--- src/rtl/sem_pkg.sv ---
`default_nettype none
// ---------------------------------------------------------------------------
// sem_pkg
// Types, constants and helpers shared by the Sobel edge magnitude unit.
// ---------------------------------------------------------------------------
package sem_pkg;

	// default size limits of the frame
	localparam int DEF_MAX_WIDTH  = 1024;
	localparam int DEF_MAX_HEIGHT = 4096;

	// configuration register widths and reset values
	localparam int CFG_WIDTH_W  = 11;
	localparam int CFG_HEIGHT_W = 13;
	localparam int CFG_DATA_W   = 13;
	localparam int CFG_IDX_W    = 1;
	localparam logic [CFG_WIDTH_W-1:0]  RST_FRAME_WIDTH  = 11'd640;
	localparam logic [CFG_HEIGHT_W-1:0] RST_FRAME_HEIGHT = 13'd480;

	typedef enum logic [CFG_IDX_W-1:0] {
		CFG_FRAME_WIDTH  = 1'b0,
		CFG_FRAME_HEIGHT = 1'b1
	} sem_cfg_idx_t;

	// item kinds
	localparam logic KIND_PIXEL = 1'b0;
	localparam logic KIND_FLUSH = 1'b1;

	// datapath widths
	localparam int CH_W   = 8;
	localparam int PIX_W  = 3 * CH_W;
	localparam int LINE_W = 2 * PIX_W;
	localparam int GRAD_W = 11;
	localparam int SQ_W   = 2 * GRAD_W;
	localparam int SUM_W  = 21;
	localparam int BASE_W = 16;

	typedef struct packed {
		logic              kind;
		logic [CH_W-1:0]   pixel_red;
		logic [CH_W-1:0]   pixel_green;
		logic [CH_W-1:0]   pixel_blue;
	} sem_in_t;

	typedef struct packed {
		logic [CH_W-1:0]   edge_red;
		logic [CH_W-1:0]   edge_green;
		logic [CH_W-1:0]   edge_blue;
		logic              frame_end;
	} sem_out_t;

	// per item control from the counters to the window datapath
	typedef struct packed {
		logic emit;
		logic last;
		logic row_top;
		logic row_bot;
		logic col_left;
		logic col_right;
	} sem_ctl_t;

	// result tag running alongside the datapath
	typedef struct packed {
		logic valid;
		logic last;
	} sem_tag_t;

	// address bits for a store of n entries, at least one
	function automatic int addr_bits(input int n);
		return (n > 1) ? $clog2(n) : 1;
	endfunction

endpackage
`default_nettype wire

--- src/rtl/sem_win.sv ---
`default_nettype none
// ---------------------------------------------------------------------------
// sem_win
// 3x3 window, border masking, Sobel gradients per channel and the sum of
// their squares.
// ---------------------------------------------------------------------------
module sem_win (
	input  wire logic                        clk,
	input  wire logic                        arst_n,
	input  wire logic                        adv,
	input  wire logic                        live_s1,
	input  wire sem_pkg::sem_ctl_t           ctl_s1,
	input  wire logic [sem_pkg::PIX_W-1:0]   pix_s1,
	input  wire logic [sem_pkg::LINE_W-1:0]  line_s1,
	output logic      [sem_pkg::SUM_W-1:0]   sum_s4 [3],
	output sem_pkg::sem_tag_t                tag_s4
);

	localparam int CW = sem_pkg::CH_W;
	localparam int GW = sem_pkg::GRAD_W;

	logic [sem_pkg::PIX_W-1:0]  win_q [3][3];
	sem_pkg::sem_ctl_t          ctl_s2;
	logic                       rok [3];
	logic                       cok [3];
	logic [CW-1:0]              px [3][3][3];
	logic signed [GW-1:0]       gx [3];
	logic signed [GW-1:0]       gy [3];
	logic signed [GW-1:0]       gx_s3 [3];
	logic signed [GW-1:0]       gy_s3 [3];
	sem_pkg::sem_tag_t          tag_s3;
	logic signed [sem_pkg::SQ_W-1:0] sq_x [3];
	logic signed [sem_pkg::SQ_W-1:0] sq_y [3];

	// window shift: column 2 takes upper, middle and incoming pixel
	always_ff @(posedge clk or negedge arst_n) begin
		if (!arst_n) begin
			for (int r = 0; r < 3; r++) begin
				for (int c = 0; c < 3; c++) begin
					win_q[r][c] <= '0;
				end
			end
		end else if (adv && live_s1) begin
			for (int r = 0; r < 3; r++) begin
				win_q[r][0] <= win_q[r][1];
				win_q[r][1] <= win_q[r][2];
			end
			win_q[0][2] <= line_s1[sem_pkg::LINE_W-1:sem_pkg::PIX_W];
			win_q[1][2] <= line_s1[sem_pkg::PIX_W-1:0];
			win_q[2][2] <= pix_s1;
		end
	end

	// stage 2 control
	always_ff @(posedge clk or negedge arst_n) begin
		if (!arst_n) begin
			ctl_s2 <= '0;
		end else if (adv) begin
			ctl_s2 <= {live_s1 && ctl_s1.emit, ctl_s1.last, ctl_s1.row_top,
				ctl_s1.row_bot, ctl_s1.col_left, ctl_s1.col_right};
		end
	end

	// border masking and gradients
	always_comb begin
		rok[0] = ctl_s2.row_top;
		rok[1] = 1'b1;
		rok[2] = ctl_s2.row_bot;
		cok[0] = ctl_s2.col_left;
		cok[1] = 1'b1;
		cok[2] = ctl_s2.col_right;
		for (int ch = 0; ch < 3; ch++) begin
			for (int r = 0; r < 3; r++) begin
				for (int c = 0; c < 3; c++) begin
					px[ch][r][c] = (rok[r] && cok[c]) ? win_q[r][c][CW*(2-ch) +: CW] : '0;
				end
			end
			gx[ch] = GW'(px[ch][0][2]) + (GW'(px[ch][1][2]) << 1) + GW'(px[ch][2][2])
				- GW'(px[ch][0][0]) - (GW'(px[ch][1][0]) << 1) - GW'(px[ch][2][0]);
			gy[ch] = GW'(px[ch][2][0]) + (GW'(px[ch][2][1]) << 1) + GW'(px[ch][2][2])
				- GW'(px[ch][0][0]) - (GW'(px[ch][0][1]) << 1) - GW'(px[ch][0][2]);
		end
	end

	// stage 3 gradients
	always_ff @(posedge clk) begin
		if (adv) begin
			for (int ch = 0; ch < 3; ch++) begin
				gx_s3[ch] <= gx[ch];
				gy_s3[ch] <= gy[ch];
			end
		end
	end

	// squares of the gradients
	always_comb begin
		for (int ch = 0; ch < 3; ch++) begin
			sq_x[ch] = gx_s3[ch] * gx_s3[ch];
			sq_y[ch] = gy_s3[ch] * gy_s3[ch];
		end
	end

	// stage 4 magnitude squared
	always_ff @(posedge clk) begin
		if (adv) begin
			for (int ch = 0; ch < 3; ch++) begin
				sum_s4[ch] <= sem_pkg::SUM_W'(sq_x[ch]) + sem_pkg::SUM_W'(sq_y[ch]);
			end
		end
	end

	// result tags for stages 3 and 4
	always_ff @(posedge clk or negedge arst_n) begin
		if (!arst_n) begin
			tag_s3 <= '0;
			tag_s4 <= '0;
		end else if (adv) begin
			tag_s3 <= {ctl_s2.emit, ctl_s2.last};
			tag_s4 <= tag_s3;
		end
	end

endmodule
`default_nettype wire

--- config.mk ---
export PLATFORM = sky130hd
export DESIGN_NAME = sem_win
export DESIGN_NICKNAME = d
export VERILOG_FILES = /design/src/rtl/sem_pkg.sv /design/src/rtl/sem_win.sv
export SDC_FILE = /design/constraint.sdc
export NUM_CORES = 2
export LEC_CHECK = 0
export ABC_AREA = 1
export BUFFER_PORTS_ARGS = -buffer_cell sky130_fd_sc_hd__buf_2
export CAP_MARGIN = 20
export CORE_ASPECT_RATIO = 1.1
export CORE_MARGIN = 2
export CORE_UTILIZATION = 55
export DETAILED_ROUTE_END_ITERATION = 6
export PLACE_DENSITY_LB_ADDON = 0.12
export SYNTH_ARGS = -nofsm -noshare
export SYNTH_HDL_FRONTEND = slang
export SYNTH_SLANG_ARGS = --single-unit
--- constraint.sdc ---
create_clock -name clk -period 14 [get_ports clk]
set_input_delay 2.1 -clock clk [delete_from_list [all_inputs] [get_ports clk]]
set_output_delay 2.1 -clock clk [all_outputs]
set_load 0.005 [all_outputs]
Word-level counts from Yosys, hierarchy flattened. Memories as Yosys holds them, arrays and structs flattened. Cells that the tools add are included.

Memories: 2. Input port bits: 82. Memory bits (writable): 66. Output and inout bits: 65. Flip-flop bits (word level): 289.

Reduce and logical (&&, ||, !) cells: 6. Multiplexer cells: 26. $mul: 6. Add/sub/neg operators: 33.

Memories: gx_s3 (words 3, bits a word 11, read ports 3, clocked after Yosys merged registers in 0, wr ports 3, RTL line sem_win.sv:29) `logic signed [GW-1:0] gx_s3 [3];`; gy_s3 (words 3, bits a word 11, read ports 3, clocked after Yosys merged registers in 0, wr ports 3, RTL line sem_win.sv:30) `logic signed [GW-1:0] gy_s3 [3];`.

Operator list (number): 8-bit two-way mux (24); 11-bit by 8-bit subtractor with 11-bit output (12); 11-bit by 11-bit multiplier with 21-bit output (6); 10-bit by 8-bit adder with 11-bit output (6); 11-bit by 9-bit subtractor with 11-bit output (6); 21-bit adder (3); 8-bit by 9-bit adder with 10-bit output (6); 1-bit logical AND (6); 1-bit two-way mux (2).

Longest topological paths before layout.
Depth in word-level cells: 7. Gate-level depth with buffers: 29. Depth with buffers taken out: 28.

Worst setup path after synthesis. Ideal clock, no wire load.

Path type: register -> register. From: mem gy_s3[0][10] (netlist name). To: reg sum_s4[58] (netlist name), data pin. Path buffers: 1. Slack: 7.948 ns. Required time: 13.741 ns. Clock period less this slack: 6.052 ns. Cell stages (with the launch flop): 21. Arrival time: 5.794 ns. Library setup time: 0.259 ns. Path through: edfxtp_1 clkbuf_1 nand2_1 fa_1 fa_1 fa_1 inv_1 fa_1 fa_1 fa_1 inv_1 fa_1 inv_1 ha_1 a21oi_1 o21a_1 nand2_1 a21boi_1 o21ai_0 nand2_1 nand2_1.

RTL lines: from (decl) (RTL line sem_win.sv:30); to (signal, indexed assignment) (RTL line sem_win.sv:107) `sum_s4[ch] <= sem_pkg::SUM_W'(sq_x[ch]) + sem_pkg::SUM_W'(sq_y[ch]);`; to (decl) (RTL line sem_win.sv:15) `output logic [sem_pkg::SUM_W-1:0] sum_s4 [3],`.

==> reports/qor.tcl <==
set qor(max-slew-margin-rel_pct) 31.4
set qor(drc) 0
set qor(detailedPlacementHpwl_mm) 77.8
set qor(timing.critical_path.fanout_max) 14
set qor(place.gp.congestion) 0.876
set qor(antenna_violating_nets_post_route) 0
set qor(vias_per_cell) 4.88
set qor(routedWlPerCell_microns) 15.5
set qor(drt-pass1-iter-count) 5
set qor(setup-violations-final) 0
set qor(finish.utilization_pct) 59.4
set qor(initial_antenna_violation_count) 1
set qor(die_height_microns) 306
set qor(mappedNetlistNets) 6156
set qor(criticalPathCategory) {reg2reg}
set qor(cp_slowest_stage_delay_ps) 710
set qor(synth_cells) 4900
set qor(worst_path_dominant_cell_family) {adder cells}
set qor(drt_wl_total_mm) 94.0
set qor(std_cell_rows) 110
set qor(design_area_sq_mm) 0.0487
set qor(synth-main-ff-cell) {dfrtp_1}
set qor(port-buffer-count) 146
set qor(worst-endpoint-arrival_ps) 6850
set qor(timing.final.max_slew_violations) 0
set qor(syn_to_final_growth_pct) 6.81
set qor(route.vias.total) 29700
set qor(unrepaired_setup_endpoints_after_global_routing) {false}
set qor(cts_htree_levels) 2
set qor(dpl_cell_area_sq_mm) 0.0472
set qor(crit_slowest_cell) {fa_1}
set qor(worst_hold_path_type) {reg2reg}
set qor(cp-end-kind) {flip-flop}
set qor(crit_top_cell) {fa_1}
set qor(synth-async-reset-ratio_pct) 63.7
set qor(synth_warnings) 0
set qor(start_util_pct) 55.6
set qor(cts_buffer_depth) 3
set qor(postSynthRegisterBits) 355
set qor(cts_root_buf) {clkbuf_16}
set qor(pre_cts_slack_ps) 7460
set qor(n_antenna_cell) 0
set qor(global_route.usage.total_pct) 23.8
set qor(hold_violations) 0
set qor(synthTopCellsByArea) {fa_1 38%, inv_1 13%, dfrtp_1 12%}
set qor(drtIter0Drc) 1548
set qor(nFillCells) 7288
set qor(number_of_library_cell_types_mapped_by_synthesis) 46
set qor(post_synth_instance_area_sq_mm) 0.0456
set qor(layout_setup_ws_ps) 7470
set qor(synth_common_cells) {1,577 x inv_1, 859 x fa_1, 752 x nand2_1, 315 x ha_1, 271 x nor2_1}
set qor(max-cap-violations) 0
set qor(hold_buffers) 0
set qor(floorplan.core_area_sq_mm) 0.0820
set qor(outcome) {finished clean}
set qor(yosysMostFrequentCell) {inv_1}
set qor(fp.dieW_microns) 279
set qor(globalRouteOverflowTotal) 0
set qor(clock_skew_ps) 42.5
set qor(layout.area.seq_sq_mm) 0.00953
set qor(timing.final.crit_share_pct) 46.6
set qor(clkLatencyLatePin_ps) 620
set qor(cts_setup_buffers) 0
set qor(cts_resized) 0
set qor(clock_buffers_created_by_tritoncts) 42
set qor(grt_pass1_wl_mm) 161
set qor(final_layout_size_suffix_gt1_share_pct) 7.28
set qor(io_pins) 147
set qor(via_count_of_the_first_global_routing_pass) 32800
set qor(worst_pin_slew_ps) 1030
set qor(cts.clk_slew.worst_paths_ps) 60
set qor(design.final.nets) 6233
set qor(fin_tns_setup_ps) 0
set qor(synthDominantCellAreaShare_pct) 37.7
set qor(post_synthesis_area_per_instance_sq_um) 9.31
set qor(cp.buffers_inverters) 3
set qor(grt_max_degree) 104
set qor(cts_tree) {built}
set qor(multi_input_area_sq_mm) 0.0296
set qor(die-area_sq_mm) 0.0853
set qor(crit_chain) {nand2_1, fa_1, fa_1, fa_1, inv_1, fa_1, fa_1, fa_1, inv_1, fa_1, inv_1, ha_1, a21oi_1, o21a_1, nand2_1, a21boi_1, o21ai_0, nand2_1, nand2_1}
set qor(yosysSeqAreaShare_pct) 20.9
set qor(critical_path.startpoint_type) {flip-flop}
set qor(layout_min_cycle_time_ps) 6530
set qor(synth_edf_count) 129
set qor(synth_top_cell_by_area) {fa_1}
set qor(critical_path_required_ps) 14330
set qor(timing.fmax_ghz) 0.153
set qor(clock_sinks) 355
## worst paths after layout
check	cells after the start	endpoint	slack [ps]	start
setup / recovery	19	sum_s4[58]$_DFFE_PP_	7470	gy_s3[0][10]$_DFFE_PP_
hold / removal	1	win_q[122]$_DFFE_PN0P_	500	px[34]$_DFFE_PN0P_
setup reg to reg	19	sum_s4[58]$_DFFE_PP_	7470	gy_s3[0][10]$_DFFE_PP_
hold reg to reg	1	win_q[122]$_DFFE_PN0P_	500	px[34]$_DFFE_PN0P_
max in group asynchronous	3	win_q[64]$_DFFE_PN0P_	10340	arst_n
min in group asynchronous	1	ctl_s2[4]$_DFFE_PN0P_	1520	arst_n
## cell families (layout without fill, tap and decap cells)
logic type,after synthesis,after routing,share of synthesized area (%)
compound gates,306,306,3.73
xor+xnor,133,133,2.55
fa+ha+maj,1174,1174,46.3
buf+inv,1706,1817,14.3
flops,355,355,20.9
mux,94,94,2.37
simple gates,1132,1132,9.78
## metal layers
layer	part of all wire (%)	vias up	global-route usage, %
li1	-	14200	-
met1	42	14800	30.2
met2	51	452	43.1
met3	3.5	148	2.74
met4	3.0	0	6.98
met5	0	-	0
## state kept, by name, summed over array words and instances, names as in the netlist
register	flops
cok	2
ctl_s2	4
gx_s3	33
gy_s3	33
px	24
sum_s4	63
tag_s3	2
tag_s4	2
win_q	192
## cell usage in the layout (no fill, tap or decap), drive strengths merged, types with 6 or more instances in the layout
cell type  instances
inv             1580
clkinv            13
fa               859
nand2            753
xor2              98
or2               22
bufinv             6
xnor2             35
o21bai             9
nand3             59
a31oi             10
dfrtp            226
ha               315
edfxtp           129
mux2              94
nand4              6
clkbuf            55
a21o               6
o21ai             82
nor3              14
o211ai             8
buf              160
a21oi            176
nor2             271
## per-stage QoR
step                      hold slack [ps]  instances
after global placement                481       5997
after floorplan                       470       4900
final                                 496       6075
after global routing                  509       6075
after detailed placement              487       5997
after CTS                             499       6075
## worst reg2reg max path: cells and delay by family (launching register included)
| kind | cells | cell delay, ps |
|---|---|---|
| AO/OA/AOI/OAI | 4 | 720 |
| flip-flops | 1 | 640 |
| buffers and inverters | 3 | 140 |
| adder cells (fa/ha/maj) | 8 | 3990 |
| AND/OR/NAND/NOR | 4 | 760 |
## area by class of cell
type	instances	share of cell area [%]
tap	1064	2.73
clock inverter	23	0.727
inverter	1579	12.2
clock buffer	55	2.40
multi-input combinational	2839	60.7
timing repair buffer	160	1.75
sequential	355	19.6
Power is left out: the tool's default activity adds up to more than one toggle a clock period on the data nets, which glitch-free logic cannot reach.
