$ cat config.mk
export PLATFORM = sky130hd
export DESIGN_NAME = sem_root
export DESIGN_NICKNAME = d
export VERILOG_FILES = /design/src/rtl/sem_pkg.sv /design/src/rtl/sem_root.sv
export SDC_FILE = /design/constraint.sdc
export NUM_CORES = 1
export LEC_CHECK = 0
export ABC_AREA = 1
export BUFFER_PORTS_ARGS = -buffer_cell sky130_fd_sc_hd__buf_2
export CORE_MARGIN = 1
export CORE_UTILIZATION = 60
export CTS_CLUSTER_SIZE = 24
export DETAILED_ROUTE_END_ITERATION = 8
export HOLD_SLACK_MARGIN = 0.06
export PLACE_DENSITY = 0.87
export SYNTH_ARGS = -nofsm -noshare
export SYNTH_HDL_FRONTEND = slang
export SYNTH_SLANG_ARGS = --single-unit
$ cat constraint.sdc
create_clock -name clk -period 3.1 [get_ports clk]
set_input_delay 0.155 -clock clk [delete_from_list [all_inputs] [get_ports clk]]
set_output_delay 0.155 -clock clk [all_outputs]
set_load 0.03 [all_outputs]
$ cat src/rtl/sem_pkg.sv
`default_nettype none
// ---------------------------------------------------------------------------
// sem_pkg
// Types, constants and helpers shared by the Sobel edge magnitude unit.
// ---------------------------------------------------------------------------
package sem_pkg;

	// default size limits of the frame
	localparam int DEF_MAX_WIDTH  = 1024;
	localparam int DEF_MAX_HEIGHT = 4096;

	// configuration register widths and reset values
	localparam int CFG_WIDTH_W  = 11;
	localparam int CFG_HEIGHT_W = 13;
	localparam int CFG_DATA_W   = 13;
	localparam int CFG_IDX_W    = 1;
	localparam logic [CFG_WIDTH_W-1:0]  RST_FRAME_WIDTH  = 11'd640;
	localparam logic [CFG_HEIGHT_W-1:0] RST_FRAME_HEIGHT = 13'd480;

	typedef enum logic [CFG_IDX_W-1:0] {
		CFG_FRAME_WIDTH  = 1'b0,
		CFG_FRAME_HEIGHT = 1'b1
	} sem_cfg_idx_t;

	// item kinds
	localparam logic KIND_PIXEL = 1'b0;
	localparam logic KIND_FLUSH = 1'b1;

	// datapath widths
	localparam int CH_W   = 8;
	localparam int PIX_W  = 3 * CH_W;
	localparam int LINE_W = 2 * PIX_W;
	localparam int GRAD_W = 11;
	localparam int SQ_W   = 2 * GRAD_W;
	localparam int SUM_W  = 21;
	localparam int BASE_W = 16;

	typedef struct packed {
		logic              kind;
		logic [CH_W-1:0]   pixel_red;
		logic [CH_W-1:0]   pixel_green;
		logic [CH_W-1:0]   pixel_blue;
	} sem_in_t;

	typedef struct packed {
		logic [CH_W-1:0]   edge_red;
		logic [CH_W-1:0]   edge_green;
		logic [CH_W-1:0]   edge_blue;
		logic              frame_end;
	} sem_out_t;

	// per item control from the counters to the window datapath
	typedef struct packed {
		logic emit;
		logic last;
		logic row_top;
		logic row_bot;
		logic col_left;
		logic col_right;
	} sem_ctl_t;

	// result tag running alongside the datapath
	typedef struct packed {
		logic valid;
		logic last;
	} sem_tag_t;

	// address bits for a store of n entries, at least one
	function automatic int addr_bits(input int n);
		return (n > 1) ? $clog2(n) : 1;
	endfunction

endpackage
`default_nettype wire

$ cat src/rtl/sem_root.sv
`default_nettype none
// ---------------------------------------------------------------------------
// sem_root
// Rounded square root, one result bit per stage: finds the largest r with
// r*r - r below the input, which is the nearest integer root held at 255.
// ---------------------------------------------------------------------------
module sem_root (
	input  wire logic                       clk,
	input  wire logic                       adv,
	input  wire logic [sem_pkg::SUM_W-1:0]  sum,
	output logic      [sem_pkg::CH_W-1:0]   root
);

	localparam int RBW = sem_pkg::CH_W;
	localparam int BW  = sem_pkg::BASE_W;

	logic [sem_pkg::SUM_W-1:0] sum_s  [RBW-1];
	logic [BW-1:0]             base_s [RBW-1];
	logic [RBW-1:0]            root_s [RBW];

	for (genvar i = 0; i < RBW; i++) begin : g_step
		localparam int K = RBW - 1 - i;
		localparam logic [BW:0] BIAS = (BW+1)'((1 << (2 * K)) - (1 << K));

		logic [sem_pkg::SUM_W-1:0] src_sum;
		logic [BW-1:0]             src_base;
		logic [RBW-1:0]            src_root;
		logic [BW:0]               trial;
		logic                      take;

		if (i == 0) begin : g_first
			assign src_sum  = sum;
			assign src_base = '0;
			assign src_root = '0;
		end else begin : g_next
			assign src_sum  = sum_s[i-1];
			assign src_base = base_s[i-1];
			assign src_root = root_s[i-1];
		end

		// trial value of r*r - r with this bit set
		assign trial = (BW+1)'(src_base) + ((BW+1)'(src_root) << (K + 1)) + BIAS;
		assign take  = sem_pkg::SUM_W'(trial) < src_sum;

		always_ff @(posedge clk) begin
			if (adv) begin
				root_s[i] <= take ? (src_root | RBW'(1 << K)) : src_root;
			end
		end

		if (i < RBW - 1) begin : g_carry
			always_ff @(posedge clk) begin
				if (adv) begin
					sum_s[i]  <= src_sum;
					base_s[i] <= take ? BW'(trial) : src_base;
				end
			end
		end
	end

	assign root = root_s[RBW-1];

endmodule
`default_nettype wire
**Yosys cells after proc, flatten, opt, wreduce, memory -nomap -nowiden**

Memories as Yosys holds them, arrays and structs flattened.
Index checks and enable logic that the tools add are counted.

- Memory bits (read-only): 0
- Output and inout port bits: 8
- Logic and storage cells: 41
- Flip-flop bits (word level): 0
- Input bits: 23
- Memories: 3
- Bits in writable memories: 323
- Latch bits: 0

Memories:

| memory | words | bits a word | rd ports | clocked after memory_dff | wr ports | line | RTL |
|---|---|---|---|---|---|---|---|
| sum_s | 7 | 21 | 7 | 0 | 7 | sem_root.sv:17 | `logic [sem_pkg::SUM_W-1:0] sum_s [RBW-1];` |
| base_s | 7 | 16 | 7 | 0 | 7 | sem_root.sv:18 | `logic [BW-1:0] base_s [RBW-1];` |
| root_s | 8 | 8 | 8 | 0 | 8 | sem_root.sv:19 | `logic [RBW-1:0] root_s [RBW];` |

- Reductions and logical operators: 0
- Magnitude comparators: 8
- Equal/unequal tests: 0
- Add/sub/neg operators: 13
- Div/mod/pow operators: 0
- Bitwise gates (word level): 0
- Multipliers: 0
- Multiplexer cells: 17
- Shift operators: 0

Operators with widths:

| cell | count |
|---|---|
| $lt 17x21->1 | 7 |
| $mux 16 | 6 |
| $lt 14x21->1 const A | 1 |
| $add 16x10->17 | 1 |
| $add 16x11->17 | 1 |
| $add 16x12->17 | 1 |
| $add 16x13->17 | 1 |
| $add 16x14->17 | 1 |
| $add 16x15->17 | 1 |
| $add 16x9->17 | 1 |
| $add 17x10->17 const B | 1 |
| $add 17x12->17 const B | 1 |
| $add 17x2->17 const B | 1 |
| $add 17x4->17 const B | 1 |
| $add 17x6->17 const B | 1 |
| $add 17x8->17 const B | 1 |
| $mux 14 | 1 |
| $mux 8 | 1 |
| $mux 7 | 1 |
| $mux 6 | 1 |
| $mux 5 | 1 |
| $mux 4 | 1 |
| $mux 1 | 3 |
| $mux 3 | 1 |
| $mux 2 | 1 |

**Depth between registers and ports, before layout**

Gate-level depths: netlist (run 1).
An unclocked memory read counts as a cell.

- Word-level depth: 5
- Gate-level depth with buffers: 21
- Gate-level depth less buffers: 20

**Least setup slack after synthesis (run 1)**

Ideal clock, no wire load.

- Kind: register to register
- From: mem root_s[1][17] (netlist name)
- To: mem root_s[1][24] (netlist name), data pin
- Path slack: 0.391 ns
- Library setup time: 0.255 ns
- Cell stages (with the launch flop): 14
- Data required time: 2.845 ns
- Period minus slack after synthesis: 2.709 ns
- Path buffers: 0
- Arrival time: 2.454 ns
- Cell sequence: edfxtp_1 ha_1 inv_1 fa_1 o21ai_1 nand2_1 nand3_1 nand2_1 xnor2_1 ha_1 nand2_1 nor4_1 o211ai_1 and2_1

RTL lines:

| item | line |
|---|---|
| start: declaration | sem_root.sv:19 |

==> impl_metrics.json, run 1 <==
{
  "status": "completed",
  "die_h_um": 150.8,
  "yosysWarnings": 0,
  "drive_gt1_share_pct": 11.37,
  "syn-num-nets": 1452,
  "utilization_pct": 70.09,
  "cts-root-buf": "clkbuf_16",
  "die_w_um": 150.8,
  "die_area_mm2": 0.02275,
  "cap_viol_max_count": 0,
  "num_rows": 54,
  "grt_pass1_vias": 9100,
  "hp-start": "adv",
  "whs_path_depth": 1,
  "grt_usage_pct": 24.43,
  "ys_ff_latch": 253,
  "cts_htree_levels": 1,
  "worst_pin_slew_ns": 0.5406,
  "syn_area_mm2": 0.01329,
  "hold_violations": 0,
  "route.met3.wl_um": 1141,
  "grt_max_degree": 81,
  "start_util_pct": 61.10,
  "syn_avg_cell_area_um2": 10.13,
  "holdPathEnd": "sum_s[1][9]",
  "antenna_found_initial": 0,
  "crit_path_start_kind": "flip-flop",
  "first_iter_violations": 528,
  "place.gp.congestion": 0.9183,
  "dr.pass1.iters": 5,
  "fin_crit_sh_pct": 97.38,
  "areaGrowthSynthToFinish_pct": 14.72,
  "crit_type": "flip-flop to flip-flop",
  "cts_buffers": 26,
  "nNetsFinal": 1545,
  "diodes": 0,
  "wl_met2_um": 15280,
  "setup_violations": 0,
  "fmax_ghz": 0.3312,
  "pin_count": 31,
  "clk_pin_slew_ns": 0.06,
  "synth_cell_types": 39,
  "drc_errors": 0,
  "worstRegToRegCells": 16,
  "drt_wl_total_um": 27590,
  "top_layer": "met4",
  "fin_skew_ns": 0.01085,
  "total_power_uw": 8902,
  "synthFlopType": "edfxtp_1",
  "core_area_mm2": 0.02176,
  "tns_ns": 0,
  "via_per_inst": 5.340,
  "worstReg2RegStart": "root_s[1][12]",
  "hpwl_um": 18960,
  "port_buffers": 30,
  "cts_tree": "yes",
  "synth-async-reset-ratio_pct": 0,
  "hold_path_class": "input pin to flip-flop",
  "ant_nets": 0,
  "leakage_uw": 0.006982,
  "cp_max_fo": 5,
  "final.min_clock_period_ns": 3.019,
  "layout_setup_ws_ns": 0.08112,
  "relSlewSlack_pct": 63.96,
  "wl_met1_um": 9733,
  "yosysSeqAreaShare_pct": 57.15,
  "clock_path_buffers": 3,
  "rrSetupSlack_ns": 0.08,
  "avgRoutedWirePerCell_um": 16.18,
  "grt_pass1_wl_um": 42570,
  "synth_edf_count": 253,
  "vias": 9105,
  "clock-sinks": 253,
  "clk_latency_ns": 0.54,
  "slew_violations": 0,
  "p_per_area_mw_per_mm2": 583.8,
  "max-vdd-ir-drop_v": 0.0004317,
  "grt-ovfl-total": 0,
  "crit_required_ns": 3.38,
  "r2r_end": "base_s[6][1]",
  "syn_inst": 1312,
  "critPathCaptureType": "flip-flop",
  "holdWs_ns": 0.07643,
  "place_ws_ns": -0.1133,
  "worstPathArrival_ns": 3.30
}
## Yosys cell counts, types with 10 or more instances
master	count	area, µm²
a21oi_1	42	210.2
edfxtp_1	253	7597
ha_1	114	1426
inv_1	214	803.3
nand2_1	397	1490
nand3_1	45	225.2
nand4_1	18	112.6
nor2_1	89	334.1
nor3_1	10	50.05
o21ai_0	11	55.05
xnor2_1	13	113.9
xor2_1	17	148.9
## per-layer routing
layer	vias to the layer above	global-route usage [%]
met5	-	0
met4	0	10.85
met3	97	3.253
met2	292	49.52
met1	4193	24.19
li1	4523	-
## worst max-delay path by stage
stage / startpoint / endpoint / slack, ns / cells past startpoint
floorplan: root_s[1][17] / root_s[1][24] / 0.39 / 13
global placement: root_s[1][10] / base_s[6][7] / -0.09 / 17
detailed placement: root_s[0][22] / base_s[3][14] / -0.11 / 17
CTS: root_s[1][10] / base_s[6][15] / 0.01 / 18
global route: root_s[1][12] / base_s[6][12] / -0.06 / 17
finish: root_s[1][12] / base_s[6][1] / 0.08 / 16
## critical path, cell delays in order, from the launching register on
cell and delay [ns]:
edfxtp_1 0.41, ha_1 0.40, or2_1 0.27, and2_4 0.17, nand2_1 0.07, nand2_1 0.07
nand2_1 0.06, nand2_1 0.08, ha_1 0.32, nand2_2 0.09, a21oi_1 0.22, nor2_4 0.08
nand2_2 0.10, nand2_4 0.11, nand2_4 0.13, nor2_4 0.08, buf_4 0.14
## layout make-up
class	instances	area [µm²]
Inverter	217	817.0
Clock inverter	17	151.4
Clock buffer	31	669.4
Multi-Input combinational cell	838	5121
Fill cell	1522	6506
Sequential cell	253	7597
Tap cell	280	350.3
Timing Repair Buffer	69	543.0
## kinds of logic (layout without fill, tap and decap cells)
group / count (synthesis) / in the layout / share of synthesized area, %
buffers and inverters: 224 / 334 / 6.664
AO/OA/AOI/OAI: 83 / 83 / 3.661
XOR/XNOR: 32 / 32 / 2.221
flip-flops: 253 / 253 / 57.15
adder cells (fa/ha/maj): 117 / 117 / 11.18
AND/OR/NAND/NOR: 603 / 606 / 19.12
## stage by stage
stage | area [µm²] | instances
after global placement | 13830 | 1623
after detailed placement | 13830 | 1623
after floorplan | 13290 | 1312
after CTS | 14910 | 1694
after global routing | 15250 | 1705
final | 15250 | 1705
## where the power goes
| group | switching, µW | internal (µW) |
|---|---|---|
| Combinational | 996 | 639 |
| Clock | 1280 | 1710 |
| Sequential | 187 | 4080 |
## cells in the final DEF (no fill, tap or decap), drive strengths merged
| cell | netlist | routed |
|---|---|---|
| a31oi | 5 | 5 |
| nand2 | 405 | 405 |
| o21ai | 17 | 17 |
| clkinv | 0 | 10 |
| xor2 | 19 | 19 |
| nand3b | 8 | 8 |
| bufinv | 0 | 2 |
| nor2 | 96 | 98 |
| nand3 | 52 | 53 |
| clkbuf | 0 | 31 |
| a21oi | 44 | 44 |
| dlygate4sd3 | 0 | 21 |
| and2 | 6 | 6 |
| xnor2 | 13 | 13 |
| a21boi | 2 | 2 |
| nor3 | 10 | 10 |
| ha | 114 | 114 |
| a21o | 7 | 7 |
| or2 | 4 | 4 |
| edfxtp | 253 | 253 |
| o211ai | 1 | 1 |
| buf | 7 | 48 |
| fa | 3 | 3 |
| and3 | 1 | 1 |
| clkinvlp | 0 | 5 |
| o21bai | 5 | 5 |
| nand4 | 18 | 18 |
| o21a | 2 | 2 |
| inv | 217 | 217 |
| nor4 | 3 | 3 |
## flip-flops by register name (all words and copies together), names as in the netlist
register  cells
base_s       71
root_s       35
sum_s       147
## timing repair
action / in CTS / in global routing
hold buffers: 21 / 0
resized for setup: 10 / 49
endpoints found under the setup margin: 25 / 56
setup buffers: 1 / 9
cloned: 1 / 2
pin swaps: 2 / 23
hold endpoints to repair: 22 / 0
No activity file was read; power rests on OpenSTA's default activity.
==> run 2, diff against run 1 <==
--- a/config.mk
+++ b/config.mk
@@ -9,7 +9,8 @@
 export BUFFER_PORTS_ARGS = -buffer_cell sky130_fd_sc_hd__buf_2
 export CORE_MARGIN = 1
 export CORE_UTILIZATION = 60
-export CTS_CLUSTER_SIZE = 24
+export CTS_BUF_LIST = sky130_fd_sc_hd__clkbuf_4 sky130_fd_sc_hd__clkbuf_8
+export CTS_CLUSTER_SIZE = 12
 export DETAILED_ROUTE_END_ITERATION = 8
 export HOLD_SLACK_MARGIN = 0.06
 export PLACE_DENSITY = 0.87
==> impl_metrics.json, run 2 (synthesis gave the netlist of run 1 again) <==
{
  "placed_cells": 1623,
  "crit_required_ns": 3.37,
  "start_util_pct": 61.10,
  "die_w_um": 150.8,
  "setup_violations": 0,
  "p_seq_share_pct": 49.7,
  "antenna_found_initial": 0,
  "grt-ovfl-total": 0,
  "dr.pass1.iters": 5,
  "drc_errors": 0,
  "relSlewSlack_pct": 62.91,
  "multi_input_area_mm2": 0.005107,
  "num_rows": 54,
  "fill_cells": 1554,
  "fmax_ghz": 0.3363,
  "largest_reg_flops": 147,
  "top_register": "sum_s",
  "critPathCaptureType": "flip-flop",
  "cts-root-buf": "clkbuf_8",
  "clk_pin_slew_ns": 0.06,
  "place.gp.congestion": 0.9183,
  "die_area_mm2": 0.02275,
  "slew_violations": 0,
  "areaGrowthSynthToFinish_pct": 14.27,
  "utilization_pct": 69.82,
  "clk_latency_ns": 0.54,
  "drive_gt1_share_pct": 12.91,
  "via_per_inst": 5.306,
  "cap_viol_max_count": 0,
  "grt_pass1_wl_um": 43200,
  "final_cell_mix": "nand2_1, edfxtp_1, inv_1",
  "pin_count": 31,
  "hold_violations": 0,
  "hpwl_um": 18960,
  "fin_crit_sh_pct": 95.93,
  "grt_usage_pct": 24.97,
  "clock-sinks": 253,
  "crit_type": "flip-flop to flip-flop",
  "leakage_uw": 0.006994,
  "cts_buffers": 41,
  "worstPathArrival_ns": 3.25,
  "fin_skew_ns": 0.01779,
  "switchingPower_uw": 2432,
  "clock_path_buffers": 3,
  "crit_path_start_kind": "flip-flop",
  "worst_pin_slew_ns": 0.5563,
  "hold_path_class": "input pin to flip-flop",
  "first_iter_violations": 503,
  "cts_htree_levels": 2,
  "instances_no_fill": 1729,
  "final_common_cell": "nand2_1",
  "vias": 9174,
  "core_area_mm2": 0.02176,
  "final.min_clock_period_ns": 2.974,
  "p_per_area_mw_per_mm2": 565.7,
  "grt_pass1_vias": 9363,
  "status": "completed",
  "total_power_uw": 8593,
  "pwr-share-comb_pct": 18.9,
  "die_h_um": 150.8,
  "layout_setup_ws_ns": 0.1262,
  "cp_max_fo": 8,
  "cts_tree": "yes",
  "place_ws_ns": -0.1133,
  "port_buffers": 30,
  "nNetsFinal": 1562,
  "grt_max_degree": 81,
  "design_area_mm2": 0.01519,
  "avgRoutedWirePerCell_um": 15.96,
  "intPower_uw": 6162,
  "p_clk_share_pct": 31.3,
  "p_sw_share_pct": 28.30,
  "dpl_cell_area_mm2": 0.01383,
  "ant_nets": 0,
  "final-seq-area_mm2": 0.007597,
  "biggestRegsByFlops": "sum_s x147, base_s x71, root_s x35",
  "diodes": 0,
  "max-vdd-ir-drop_v": 0.0004807,
  "drt_wl_total_um": 27600
}
run 2: worst paths after layout:
kind	from	endpoint	slack, ns	cells past startpoint
max	root_s[1][10]	base_s[6][15]	0.13	19
min	adv	sum_s[1][11]	0.07	1
max reg2reg	root_s[1][10]	base_s[6][15]	0.13	19
min reg2reg	sum_s[2][15]	sum_s[3][15]	0.44	0
run 2: stage by stage:
stage	TNS (ns)	hold slack [ns]
after floorplan	0	0.2539
after global placement	-1.023	0.3461
after detailed placement	-1.753	0.3476
after CTS	0	0.06842
after global routing	-0.3810	0.07413
final	0	0.06919
run 2: critical path: stages, from the launching register on:
cell and delay [ns]:
edfxtp_1 0.37, ha_2 0.20, inv_2 0.05, fa_2 0.41
inv_2 0.09, nand3_2 0.07, nand2_2 0.08, nand2_2 0.05
nand2_2 0.07, xor2_2 0.16, ha_1 0.27, nand2_2 0.11
a21oi_1 0.06, nor2_2 0.17, nand2_2 0.10, nand2_4 0.09
buf_6 0.10, nand3_4 0.11, nand2_1 0.09, nand2_1 0.07
run 2: area by class of cell:
| class | count | area share (%) |
|---|---|---|
| clock buffer | 50 | 4.201 |
| clock inverter | 20 | 0.7496 |
| inverter | 217 | 5.379 |
| multi-input combinational | 838 | 33.62 |
| sequential | 253 | 50.02 |
| tap | 280 | 2.306 |
| timing repair buffer | 71 | 3.723 |
run 2: power groups by stage:
stage / combinational [µW] / clock, µW / sequential [µW]
finish: 1630 / 2690 / 4270
global placement: 1400 / 0 / 4320
global route: 1840 / 2870 / 4300
floorplan: 1050 / 0 / 4270
CTS: 1530 / 2730 / 4260
detailed placement: 1460 / 0 / 4330
run 2: repair_timing:
| action | CTS | global route |
|---|---|---|
| resized for setup | 11 | 49 |
| setup buffers | 3 | 9 |
| cloned | 2 | 1 |
| setup endpoints to repair | 25 | 53 |
| endpoints found under the hold margin | 22 | 0 |
| pin swaps | 2 | 19 |
| hold buffers | 21 | 0 |
run 2: routing by layer:
metal	part of all wire [%]	global-route usage, %
met2	56	50.69
met4	4.8	12.95
met5	0	0
met3	4.0	3.976
met1	35	23.43
