===== config.mk =====
export PLATFORM = sky130hd
export DESIGN_NAME = sem_ctrl
export DESIGN_NICKNAME = d
export VERILOG_FILES = /design/src/rtl/sem_pkg.sv /design/src/rtl/sem_ctrl.sv
export SDC_FILE = /design/constraint.sdc
export NUM_CORES = 1
export LEC_CHECK = 0
export ABC_AREA = 1
export BUFFER_PORTS_ARGS = -buffer_cell sky130_fd_sc_hd__buf_2
export CORE_UTILIZATION = 50
export CTS_BUF_LIST = sky130_fd_sc_hd__clkbuf_4
export DETAILED_ROUTE_END_ITERATION = 6
export HOLD_SLACK_MARGIN = 0.12
export PLACE_DENSITY = 0.71
export SETUP_SLACK_MARGIN = 0.15
export SLEW_MARGIN = 20
export SYNTH_ARGS = -nofsm -noshare
export SYNTH_HDL_FRONTEND = slang
export SYNTH_SLANG_ARGS = --single-unit
export TNS_END_PERCENT = 20

===== constraint.sdc =====
create_clock -name clk -period 3.18 [get_ports clk]
set_input_delay 0.636 -clock clk [delete_from_list [all_inputs] [get_ports clk]]
set_output_delay 0.636 -clock clk [all_outputs]
set_load 0.05 [all_outputs]

===== src/rtl/sem_pkg.sv =====
`default_nettype none
// ---------------------------------------------------------------------------
// sem_pkg
// Types, constants and helpers shared by the Sobel edge magnitude unit.
// ---------------------------------------------------------------------------
package sem_pkg;

	// default size limits of the frame
	localparam int DEF_MAX_WIDTH  = 1024;
	localparam int DEF_MAX_HEIGHT = 4096;

	// configuration register widths and reset values
	localparam int CFG_WIDTH_W  = 11;
	localparam int CFG_HEIGHT_W = 13;
	localparam int CFG_DATA_W   = 13;
	localparam int CFG_IDX_W    = 1;
	localparam logic [CFG_WIDTH_W-1:0]  RST_FRAME_WIDTH  = 11'd640;
	localparam logic [CFG_HEIGHT_W-1:0] RST_FRAME_HEIGHT = 13'd480;

	typedef enum logic [CFG_IDX_W-1:0] {
		CFG_FRAME_WIDTH  = 1'b0,
		CFG_FRAME_HEIGHT = 1'b1
	} sem_cfg_idx_t;

	// item kinds
	localparam logic KIND_PIXEL = 1'b0;
	localparam logic KIND_FLUSH = 1'b1;

	// datapath widths
	localparam int CH_W   = 8;
	localparam int PIX_W  = 3 * CH_W;
	localparam int LINE_W = 2 * PIX_W;
	localparam int GRAD_W = 11;
	localparam int SQ_W   = 2 * GRAD_W;
	localparam int SUM_W  = 21;
	localparam int BASE_W = 16;

	typedef struct packed {
		logic              kind;
		logic [CH_W-1:0]   pixel_red;
		logic [CH_W-1:0]   pixel_green;
		logic [CH_W-1:0]   pixel_blue;
	} sem_in_t;

	typedef struct packed {
		logic [CH_W-1:0]   edge_red;
		logic [CH_W-1:0]   edge_green;
		logic [CH_W-1:0]   edge_blue;
		logic              frame_end;
	} sem_out_t;

	// per item control from the counters to the window datapath
	typedef struct packed {
		logic emit;
		logic last;
		logic row_top;
		logic row_bot;
		logic col_left;
		logic col_right;
	} sem_ctl_t;

	// result tag running alongside the datapath
	typedef struct packed {
		logic valid;
		logic last;
	} sem_tag_t;

	// address bits for a store of n entries, at least one
	function automatic int addr_bits(input int n);
		return (n > 1) ? $clog2(n) : 1;
	endfunction

endpackage
`default_nettype wire


===== src/rtl/sem_ctrl.sv =====
`default_nettype none
// ---------------------------------------------------------------------------
// sem_ctrl
// Configuration registers, input and output position counters, and the
// first pipeline stage that issues the line store read.
// ---------------------------------------------------------------------------
module sem_ctrl #(
	parameter int MAX_WIDTH  = sem_pkg::DEF_MAX_WIDTH,
	parameter int MAX_HEIGHT = sem_pkg::DEF_MAX_HEIGHT
) (
	input  wire logic                                     clk,
	input  wire logic                                     arst_n,
	input  wire logic                                     adv,
	input  wire logic                                     in_valid,
	input  wire sem_pkg::sem_in_t                         in_item,
	input  wire logic                                     cfg_write,
	input  wire logic [sem_pkg::CFG_IDX_W-1:0]            cfg_index,
	input  wire logic [sem_pkg::CFG_DATA_W-1:0]           cfg_data,
	output logic      [sem_pkg::addr_bits(MAX_WIDTH)-1:0] rd_addr,
	output logic                                          live_s1,
	output logic      [sem_pkg::addr_bits(MAX_WIDTH)-1:0] addr_s1,
	output logic      [sem_pkg::PIX_W-1:0]                pix_s1,
	output sem_pkg::sem_ctl_t                             ctl_s1
);

	localparam int AW = sem_pkg::addr_bits(MAX_WIDTH);
	localparam int WW = $clog2(MAX_WIDTH + 1);
	localparam int HW = $clog2(MAX_HEIGHT + 1);
	localparam int RW = HW + 1;

	logic [sem_pkg::CFG_WIDTH_W-1:0]  cfg_width_q;
	logic [sem_pkg::CFG_HEIGHT_W-1:0] cfg_height_q;
	logic [WW-1:0] in_col_q;
	logic [RW-1:0] in_row_q;
	logic [WW-1:0] out_col_q;
	logic [RW-1:0] out_row_q;

	logic [WW-1:0]           eff_w;
	logic [HW-1:0]           eff_h;
	logic                    in_frame;
	logic                    ignore;
	logic                    live;
	logic                    ready;
	logic                    in_col_end;
	logic                    out_col_end;
	logic                    out_row_end;
	logic                    frame_last;
	logic [sem_pkg::PIX_W-1:0] pix;
	sem_pkg::sem_ctl_t       ctl;

	// effective frame size: zero counts as one, clamp at the limit
	always_comb begin
		if (cfg_width_q == '0) begin
			eff_w = WW'(1);
		end else if (32'(cfg_width_q) > 32'(MAX_WIDTH)) begin
			eff_w = WW'(MAX_WIDTH);
		end else begin
			eff_w = WW'(cfg_width_q);
		end
		if (cfg_height_q == '0) begin
			eff_h = HW'(1);
		end else if (32'(cfg_height_q) > 32'(MAX_HEIGHT)) begin
			eff_h = HW'(MAX_HEIGHT);
		end else begin
			eff_h = HW'(cfg_height_q);
		end
	end

	// item decode and position compares
	always_comb begin
		in_frame    = in_row_q < RW'(eff_h);
		ignore      = (in_item.kind == sem_pkg::KIND_FLUSH) && in_frame;
		live        = in_valid && adv && !ignore;
		if ((in_item.kind == sem_pkg::KIND_PIXEL) && in_frame) begin
			pix = {in_item.pixel_red, in_item.pixel_green, in_item.pixel_blue};
		end else begin
			pix = '0;
		end
		ready       = (in_row_q >= RW'(2)) || ((in_row_q == RW'(1)) && (in_col_q != '0));
		in_col_end  = ((WW+1)'(in_col_q) + (WW+1)'(1)) >= (WW+1)'(eff_w);
		out_col_end = ((WW+1)'(out_col_q) + (WW+1)'(1)) >= (WW+1)'(eff_w);
		out_row_end = ((RW+1)'(out_row_q) + (RW+1)'(1)) >= (RW+1)'(eff_h);
		frame_last  = out_row_end && out_col_end;

		ctl.emit      = ready;
		ctl.last      = frame_last;
		ctl.row_top   = out_row_q != '0;
		ctl.row_bot   = !out_row_end;
		ctl.col_left  = out_col_q != '0;
		ctl.col_right = !out_col_end;
	end

	assign rd_addr = in_col_q[AW-1:0];

	// configuration registers and position counters
	always_ff @(posedge clk or negedge arst_n) begin
		if (!arst_n) begin
			cfg_width_q  <= sem_pkg::RST_FRAME_WIDTH;
			cfg_height_q <= sem_pkg::RST_FRAME_HEIGHT;
			in_col_q     <= '0;
			in_row_q     <= '0;
			out_col_q    <= '0;
			out_row_q    <= '0;
		end else begin
			if (cfg_write) begin
				unique case (sem_pkg::sem_cfg_idx_t'(cfg_index))
					sem_pkg::CFG_FRAME_WIDTH: begin
						cfg_width_q <= cfg_data[sem_pkg::CFG_WIDTH_W-1:0];
					end
					sem_pkg::CFG_FRAME_HEIGHT: begin
						cfg_height_q <= cfg_data[sem_pkg::CFG_HEIGHT_W-1:0];
					end
				endcase
			end
			if (live) begin
				if (ready && frame_last) begin
					in_col_q  <= '0;
					in_row_q  <= '0;
					out_col_q <= '0;
					out_row_q <= '0;
				end else begin
					if (in_col_end) begin
						in_col_q <= '0;
						if (in_row_q != '1) begin
							in_row_q <= in_row_q + RW'(1);
						end
					end else begin
						in_col_q <= in_col_q + WW'(1);
					end
					if (ready) begin
						if (out_col_end) begin
							out_col_q <= '0;
							out_row_q <= out_row_q + RW'(1);
						end else begin
							out_col_q <= out_col_q + WW'(1);
						end
					end
				end
			end
		end
	end

	// stage 1 valid
	always_ff @(posedge clk or negedge arst_n) begin
		if (!arst_n) begin
			live_s1 <= 1'b0;
		end else if (adv) begin
			live_s1 <= live;
		end
	end

	// stage 1 payload
	always_ff @(posedge clk) begin
		if (adv) begin
			addr_s1 <= in_col_q[AW-1:0];
			pix_s1  <= pix;
			ctl_s1  <= ctl;
		end
	end

endmodule
`default_nettype wire


## Word-level counts from Yosys, hierarchy flattened

Index checks and enable logic that the tools add are counted.

| word-level totals | value |
|---|---|
| register bits | 115 |
| bits in latches | 0 |
| bits in writable memories | 0 |
| memory bits (read-only) | 0 |
| bits of input ports | 44 |
| output and inout bits | 51 |
| logic and storage cells | 73 |
| memories | 0 |

| operators by class | value |
|---|---|
| add/sub/neg operators | 7 |
| multipliers | 0 |
| div/mod/pow operators | 0 |
| order comparisons | 7 |
| eq/ne operators | 2 |
| shift-type cells | 0 |
| muxes and demuxes | 15 |
| bitwise logic cells | 2 |
| reductions and logical operators | 25 |

Operator list:

| cell | number |
|---|---|
| 14-bit two-way mux | 6 |
| 11-bit two-way mux | 7 |
| 14-bit by 1-bit adder with 14-bit output (second input constant) | 2 |
| 13-bit two-way mux | 2 |
| 11-bit by 1-bit adder with 12-bit output (second input constant) | 2 |
| 12-bit by 11-bit >= comparator with 1-bit output | 2 |
| 11-bit by 1-bit adder with 11-bit output (second input constant) | 2 |
| 11-bit nonzero test | 2 |
| 14-bit by 1-bit adder with 15-bit output (second input constant) | 1 |
| 15-bit by 13-bit >= comparator with 1-bit output | 1 |
| 14-bit by 1-bit equality test with 1-bit output (second input constant) | 1 |
| 14-bit by 2-bit >= comparator with 1-bit output (second input constant) | 1 |
| 14-bit by 13-bit < comparator with 1-bit output | 1 |
| 14-bit != test (second input constant) | 1 |
| 14-bit nonzero test | 1 |
| 13-bit greater-than comparator (second input constant) | 1 |
| 13-bit zero test | 1 |
| 11-bit greater-than comparator (second input constant) | 1 |
| 11-bit zero test | 1 |
| 2-bit nonzero test | 4 |
| 1-bit logical AND | 7 |
| 2-bit AND reduction | 3 |
| 3-bit AND reduction | 2 |
| 1-bit zero test | 3 |
| 2 further kinds | 3 |

## Longest topological paths before layout

| depth | value |
|---|---|
| depth after elaboration | 8 |
| depth in mapped cells | 24 |
| mapped depth without buffers | 22 |

## Least setup slack after synthesis

Ideal clock, no wire load.

| timing path | value |
|---|---|
| kind | reg2reg |
| from | reg cfg_height_q[4] (netlist bit) |
| to | reg out_col_q[3] |
| setup time | 0.126 ns |
| arrival time | 2.763 ns |
| required time | 3.054 ns |
| slack | 0.291 ns |
| cell stages (with the launch flop) | 19 |
| buffers on the path | 2 |
| clock period less this slack | 2.889 ns |
| path through | dfrtp_1 nor2_1 nand2_1 nor2_1 nand2_1 nand2_1 clkbuf_1 nand2_1 ha_1 a21oi_1 o21a_1 o21ai_0 a211oi_1 nand3_1 nand2_1 inv_2 nand2_1 buf_2 o21ai_0 |

| on the way | value |
|---|---|
| cells in the longest elaborated chain, start to end | 8 |
| elaborated cells between the ends (all ways) | 14 |
| classes of those cells | order compare: 3; mux: 3; reduce/logical: 8 |

Ends and longest elaborated chain:

| item | RTL line | source |
|---|---|---|
| start, declared | sem_ctrl.sv:32 | `logic [sem_pkg::CFG_HEIGHT_W-1:0] cfg_height_q;` |
| start signal, assigned | sem_ctrl.sv:99 | `cfg_height_q <= sem_pkg::RST_FRAME_HEIGHT;` |
| start signal, assigned | sem_ctrl.sv:111 | `cfg_height_q <= cfg_data[sem_pkg::CFG_HEIGHT_W-1:0];` |
| 13-bit greater-than comparator | sem_ctrl.sv:62 | `end else if (32'(cfg_height_q) > 32'(MAX_HEIGHT)) begin` |
| 13-bit two-way mux | sem_ctrl.sv:62 |  |
| 13-bit two-way mux (*) | sem_ctrl.sv:60 | `if (cfg_height_q == '0) begin` |
| 15-bit by 13-bit >= comparator with 1-bit output / 14-bit by 13-bit < comparator with 1-bit output (equally long branches) | sem_ctrl.sv:82, sem_ctrl.sv:71 |  |
| 1-bit logical AND (on tied branches) | sem_ctrl.sv:83, sem_ctrl.sv:72 |  |
| 1-bit logical AND / 1-bit zero test (equally long branches) | sem_ctrl.sv:116, sem_ctrl.sv:73 |  |
| 2-bit nonzero test (no source line) / 1-bit logical AND (equally long branches) | - |  |
| 2-bit AND reduction (no source line) | - |  |
| end signal, assigned | sem_ctrl.sv:135 | `out_col_q <= out_col_q + WW'(1);` |
| end, declared | sem_ctrl.sv:35 | `logic [WW-1:0] out_col_q;` |

Mark *: on every way between the ends. The rest lies on a longest branch, timed or not.
A chain may end at the register's enable or synchronous reset.

## Worst setup path in the final report

| timing path | value |
|---|---|
| from | reg out_col_q[0] |
| to | reg in_row_q[10] |

| on the way | value |
|---|---|
| cells in the longest elaborated chain, start to end | 6 |
| elaborated cells between the ends (all ways) | 8 |
| classes of those cells | add/sub: 1; order compare: 1; mux: 1; reduce/logical: 5 |

Ends and longest elaborated chain:

| item | RTL line | source |
|---|---|---|
| 11-bit by 1-bit adder with 12-bit output (*) | sem_ctrl.sv:81 | `out_col_end = ((WW+1)'(out_col_q) + (WW+1)'(1)) >= (WW+1)'(eff_w);` |
| 12-bit by 11-bit >= comparator with 1-bit output (*) | sem_ctrl.sv:81 |  |
| 1-bit logical AND (*) | sem_ctrl.sv:83 | `frame_last = out_row_end && out_col_end;` |
| 1-bit logical AND (*) | sem_ctrl.sv:116 | `if (ready && frame_last) begin` |
| 2-bit nonzero test (no source line) | - |  |
| 3-bit AND reduction (no source line) | - |  |
| end signal, assigned | sem_ctrl.sv:125 | `in_row_q <= in_row_q + RW'(1);` |
| end, declared | sem_ctrl.sv:34 | `logic [RW-1:0] in_row_q;` |

Marks and branches as above.

==> out/summary.json <==
{
  "outcome": {
    "outcome": "complete, no violations"
  },
  "critical_path": {
    "end_kind": "flop",
    "cp_data_required_time_ns": 3.63,
    "setup.worst_path.class": "reg2reg",
    "critical_path.startpoint_type": "flop",
    "worst_setup_path_startpoint": "out_col_q[0]$_DFFE_PN0P_",
    "cp_data_arrival_time_ns": 3.43,
    "timing.rr.start": "out_col_q[0]$_DFFE_PN0P_",
    "timing.critical_path.fanout_max": 7
  },
  "place": {
    "place_hpwl_um": 11860,
    "gp_routability_congestion": 0.8559,
    "dpl_cell_area_mm2": 0.007716,
    "portBuffers": 94
  },
  "floorplanning": {
    "die-width_um": 120.5,
    "floorplan.die.height_um": 120.5,
    "starting_density_of_the_core": 0.5219,
    "floorplan.rows": 42,
    "floorplan.core_area_mm2": 0.01345,
    "floorplan.io_pins": 95,
    "design.die.area_mm2": 0.01452
  },
  "clock_network": {
    "h-tree-depth": 4,
    "clock-sinks": 115,
    "cts_made_buffers": 17,
    "tritoncts": "done",
    "clock-root-buffer": "clkbuf_4",
    "max-clock-path-buffers": 2,
    "clk_transition_reported_paths_ns": 0.12,
    "clk-insertion-delay-late_ns": 0.56
  },
  "cells_and_area": {
    "antenna_diode_count": 0,
    "finish.net_count": 1086,
    "relative_area_change_from_synthesis_to_final_layout_pct": 20.87,
    "cell_area_after_layout_mm2": 0.008487,
    "final_core_util": 0.6309,
    "final_layout_size_suffix_gt1_frac": 0.2398
  },
  "power": {
    "cellLeakagePower_nw": 4.376,
    "net-switching-power_mw": 2.883,
    "clock_power_share": 0.154,
    "sequential_share_of_power": 0.354,
    "power.share.switching": 0.4684,
    "internal_power_mw": 3.272,
    "max-vdd-ir-drop_v": 0.0002578,
    "p_comb_frac": 0.492,
    "power.density_mw_per_mm2": 725.2
  },
  "timing": {
    "period_minus_slack_ns": 2.988,
    "grt_setup_unrepaired": "yes",
    "timing_hold_violations_final": 0,
    "tightestPinTransition_ns": 0.9718,
    "max_freq_mhz": 334.6,
    "max_slew_margin": 0.3521,
    "post-route-period-util": 0.9398,
    "setup_total_negative_slack_ns": 0,
    "worst_clock_skew_ns": 0.02445,
    "setup_viol_count_final": 0,
    "timing.final.max_slew_violations": 0
  },
  "synthesis": {
    "synth-seq-area-share": 0.4394,
    "synthMostInstantiatedCell": "nand2_1",
    "synthesis.nets": 961,
    "total_of_warnings_raised_by_yosys": 0,
    "synth_mux_area_frac": 0.001604,
    "share_of_flip_flops_with_an_asynchronous_set_or_reset_after_synthesis": 0.6522,
    "post_synthesis_instance_total": 863,
    "dominantRegCellSynth": "dfrtp_1",
    "synth_compound_area_frac": 0.07074,
    "cell_type_with_the_highest_aggregate_area_in_the_netlist": "dfrtp_1",
    "synth-simple-area-share": 0.2463,
    "synth_cell_type_count": 41,
    "synth-xor-area-share": 0.03991,
    "synth_seq_cells": 115,
    "synth_top_cell_area_share": 0.2459,
    "synth.avg_cell_area_um2": 8.136,
    "synth_top_family_by_area": "simple AND/OR/NAND/NOR gates",
    "top_post_synthesis_cells_by_count": "nand2_1, inv_1, dfrtp_1, nor2_1, ha_1",
    "synthesis.area_mm2": 0.007022,
    "synth_enable_flop_cells": 40,
    "synth-adder-area-share": 0.09622,
    "synthTopCellsByArea": "dfrtp_1, edfxtp_1, nand2_1"
  },
  "route": {
    "drt-pass1-iter-count": 4,
    "finalWirelength_um": 16570,
    "vias": 5969,
    "ant_nets": 0,
    "dr_vias_cell": 5.071,
    "routed_wire_length_per_instance_um": 14.08,
    "detail_route.drc_violations": 0,
    "drt_first_iter_violations": 376
  },
  "flow_run": {
    "drv_cap": 0
  },
  "global_routing": {
    "grt_max_degree": 76,
    "grt_use_total": 0.2320,
    "grt_pass1_vias": 5301,
    "grt.met3_usage": 0.05472,
    "busiest_layer": "met2",
    "grt_remaining_overflow": 0,
    "met1_resource_use_gr": 0.3278,
    "grt_antenna_before_repair": 0,
    "use_met2": 0.3545,
    "grt_pass1_wl_um": 25930
  },
  "hold_path": {
    "hold_class": "in2async"
  }
}
[per-layer routing]
layer,vias up,wire length (µm)
li1,3036,-
met2,175,7688
met1,2743,7652
met5,-,0
met3,15,1046
met4,0,182
[registers in the layout (all words and copies together) (netlist names)]
name and count:
addr_s1 10, cfg_height_q 13, cfg_width_q 11, ctl_s1 6, in_col_q 11, in_row_q 14, live_s1 1, out_col_q 11
out_row_q 14, pix_s1 24
[cell type report]
cell class / count / area [µm²]
fill: 1135 / 4966
multi-input combinational: 569 / 3457
sequential: 115 / 3090
timing repair buffer: 138 / 919.6
inverter: 147 / 556.8
tap: 176 / 220.2
clock buffer: 18 / 135.1
clock inverter: 14 / 107.6
[logic make-up after synthesis]
| kind of cell | count (synthesis) |
|---|---|
| AO/OA/AOI/OAI | 94 |
| XOR/XNOR | 32 |
| adder cells (fa/ha/maj) | 54 |
| buffers and inverters | 180 |
| flip-flops | 115 |
| multiplexers | 1 |
| AND/OR/NAND/NOR | 387 |
[what timing repair did]
action,4_1_cts,5_1_grt
hold buffers,0,0
gates resized for setup,8,57
pin swaps,2,28
setup endpoints to repair,25,50
cloned,2,2
setup buffers,2,20
[worst paths after layout]
kind | end | slack, ns | depth (start not counted)
setup / recovery | in_row_q[10]$_DFFE_PN0P_ | 0.19 | 21
hold / removal | out_row_q[0]$_DFFE_PN0P_ | 0.22 | 1
setup reg to reg | in_row_q[10]$_DFFE_PN0P_ | 0.19 | 21
max in group asynchronous | out_col_q[3]$_DFFE_PN0P_ | 2.25 | 1
hold reg to reg | addr_s1[7]$_DFFE_PP_ | 0.50 | 0
min in group clk | cfg_height_q[5]$_DFFE_PN1P_ | 0.32 | 3
[cell usage in the layout, fill, tap and decap left out, types with 4 or more instances in the layout]
cell type and n:
inv_2 4, inv_6 4, dfrtp_2 4, buf_2 93
dfstp_2 6, nand3_1 43, nor2_4 6, o21ai_0 44
nor2_2 7, nand2_4 5, nand4_1 27, nor3_1 15
buf_4 33, dfrtp_1 65, a21oi_2 4, edfxtp_1 40
o21ai_1 25, ha_1 47, nand2_2 9, xor2_1 27
buf_12 5, buf_6 5, nor2_1 62, ha_4 6
inv_1 142, clkinv_4 5, nand2_1 192, nand3_2 4
nor4_1 5, nand3_4 4, clkbuf_4 18, a21oi_1 11
[per-stage QoR]
step | cells | worst slack [ns] | hold WS (ns) | total power, mW
6_report | 1177 | 0.1915 | 0.2211 | 6.155
5_1_grt | 1177 | 0.001002 | 0.2801 | 6.617
4_1_cts | 1155 | 0.1560 | 0.2379 | 5.880
3_5_place_dp | 1119 | 0.06662 | 0.4642 | 4.882
3_3_place_gp | 1119 | 0.1438 | 0.4557 | 4.819
2_1_floorplan | 863 | 0.2908 | 0.3404 | 4.222
[power by group through the flow]
stage                     combinational [mW]  clock (mW)  sequential (mW)
after floorplan                         1.81           0             2.41
after global placement                  2.64           0             2.18
after detailed placement                2.69           0             2.20
after CTS                               2.75       0.968             2.16
after global routing                    3.37        1.03             2.22
final                                   3.03       0.947             2.18
[worst max-delay path: stages, from the launching register on]
cell and delay (ns):
dfrtp_1 0.43, buf_6 0.14, nand3_4 0.09, nor2_4 0.14
nand4_4 0.10, xor2_1 0.17, inv_1 0.09, ha_4 0.28
inv_1 0.05, nor3_2 0.16, nand3_1 0.10, nor2_1 0.12
nand2_1 0.06, nor2_1 0.10, nor2_1 0.05, nand2_2 0.11
nand3_4 0.12, buf_12 0.17, nand2_8 0.09, nand3_4 0.14
nand2_1 0.10, nand2_1 0.05
Note: power is estimated with default switching activity, not from simulation.
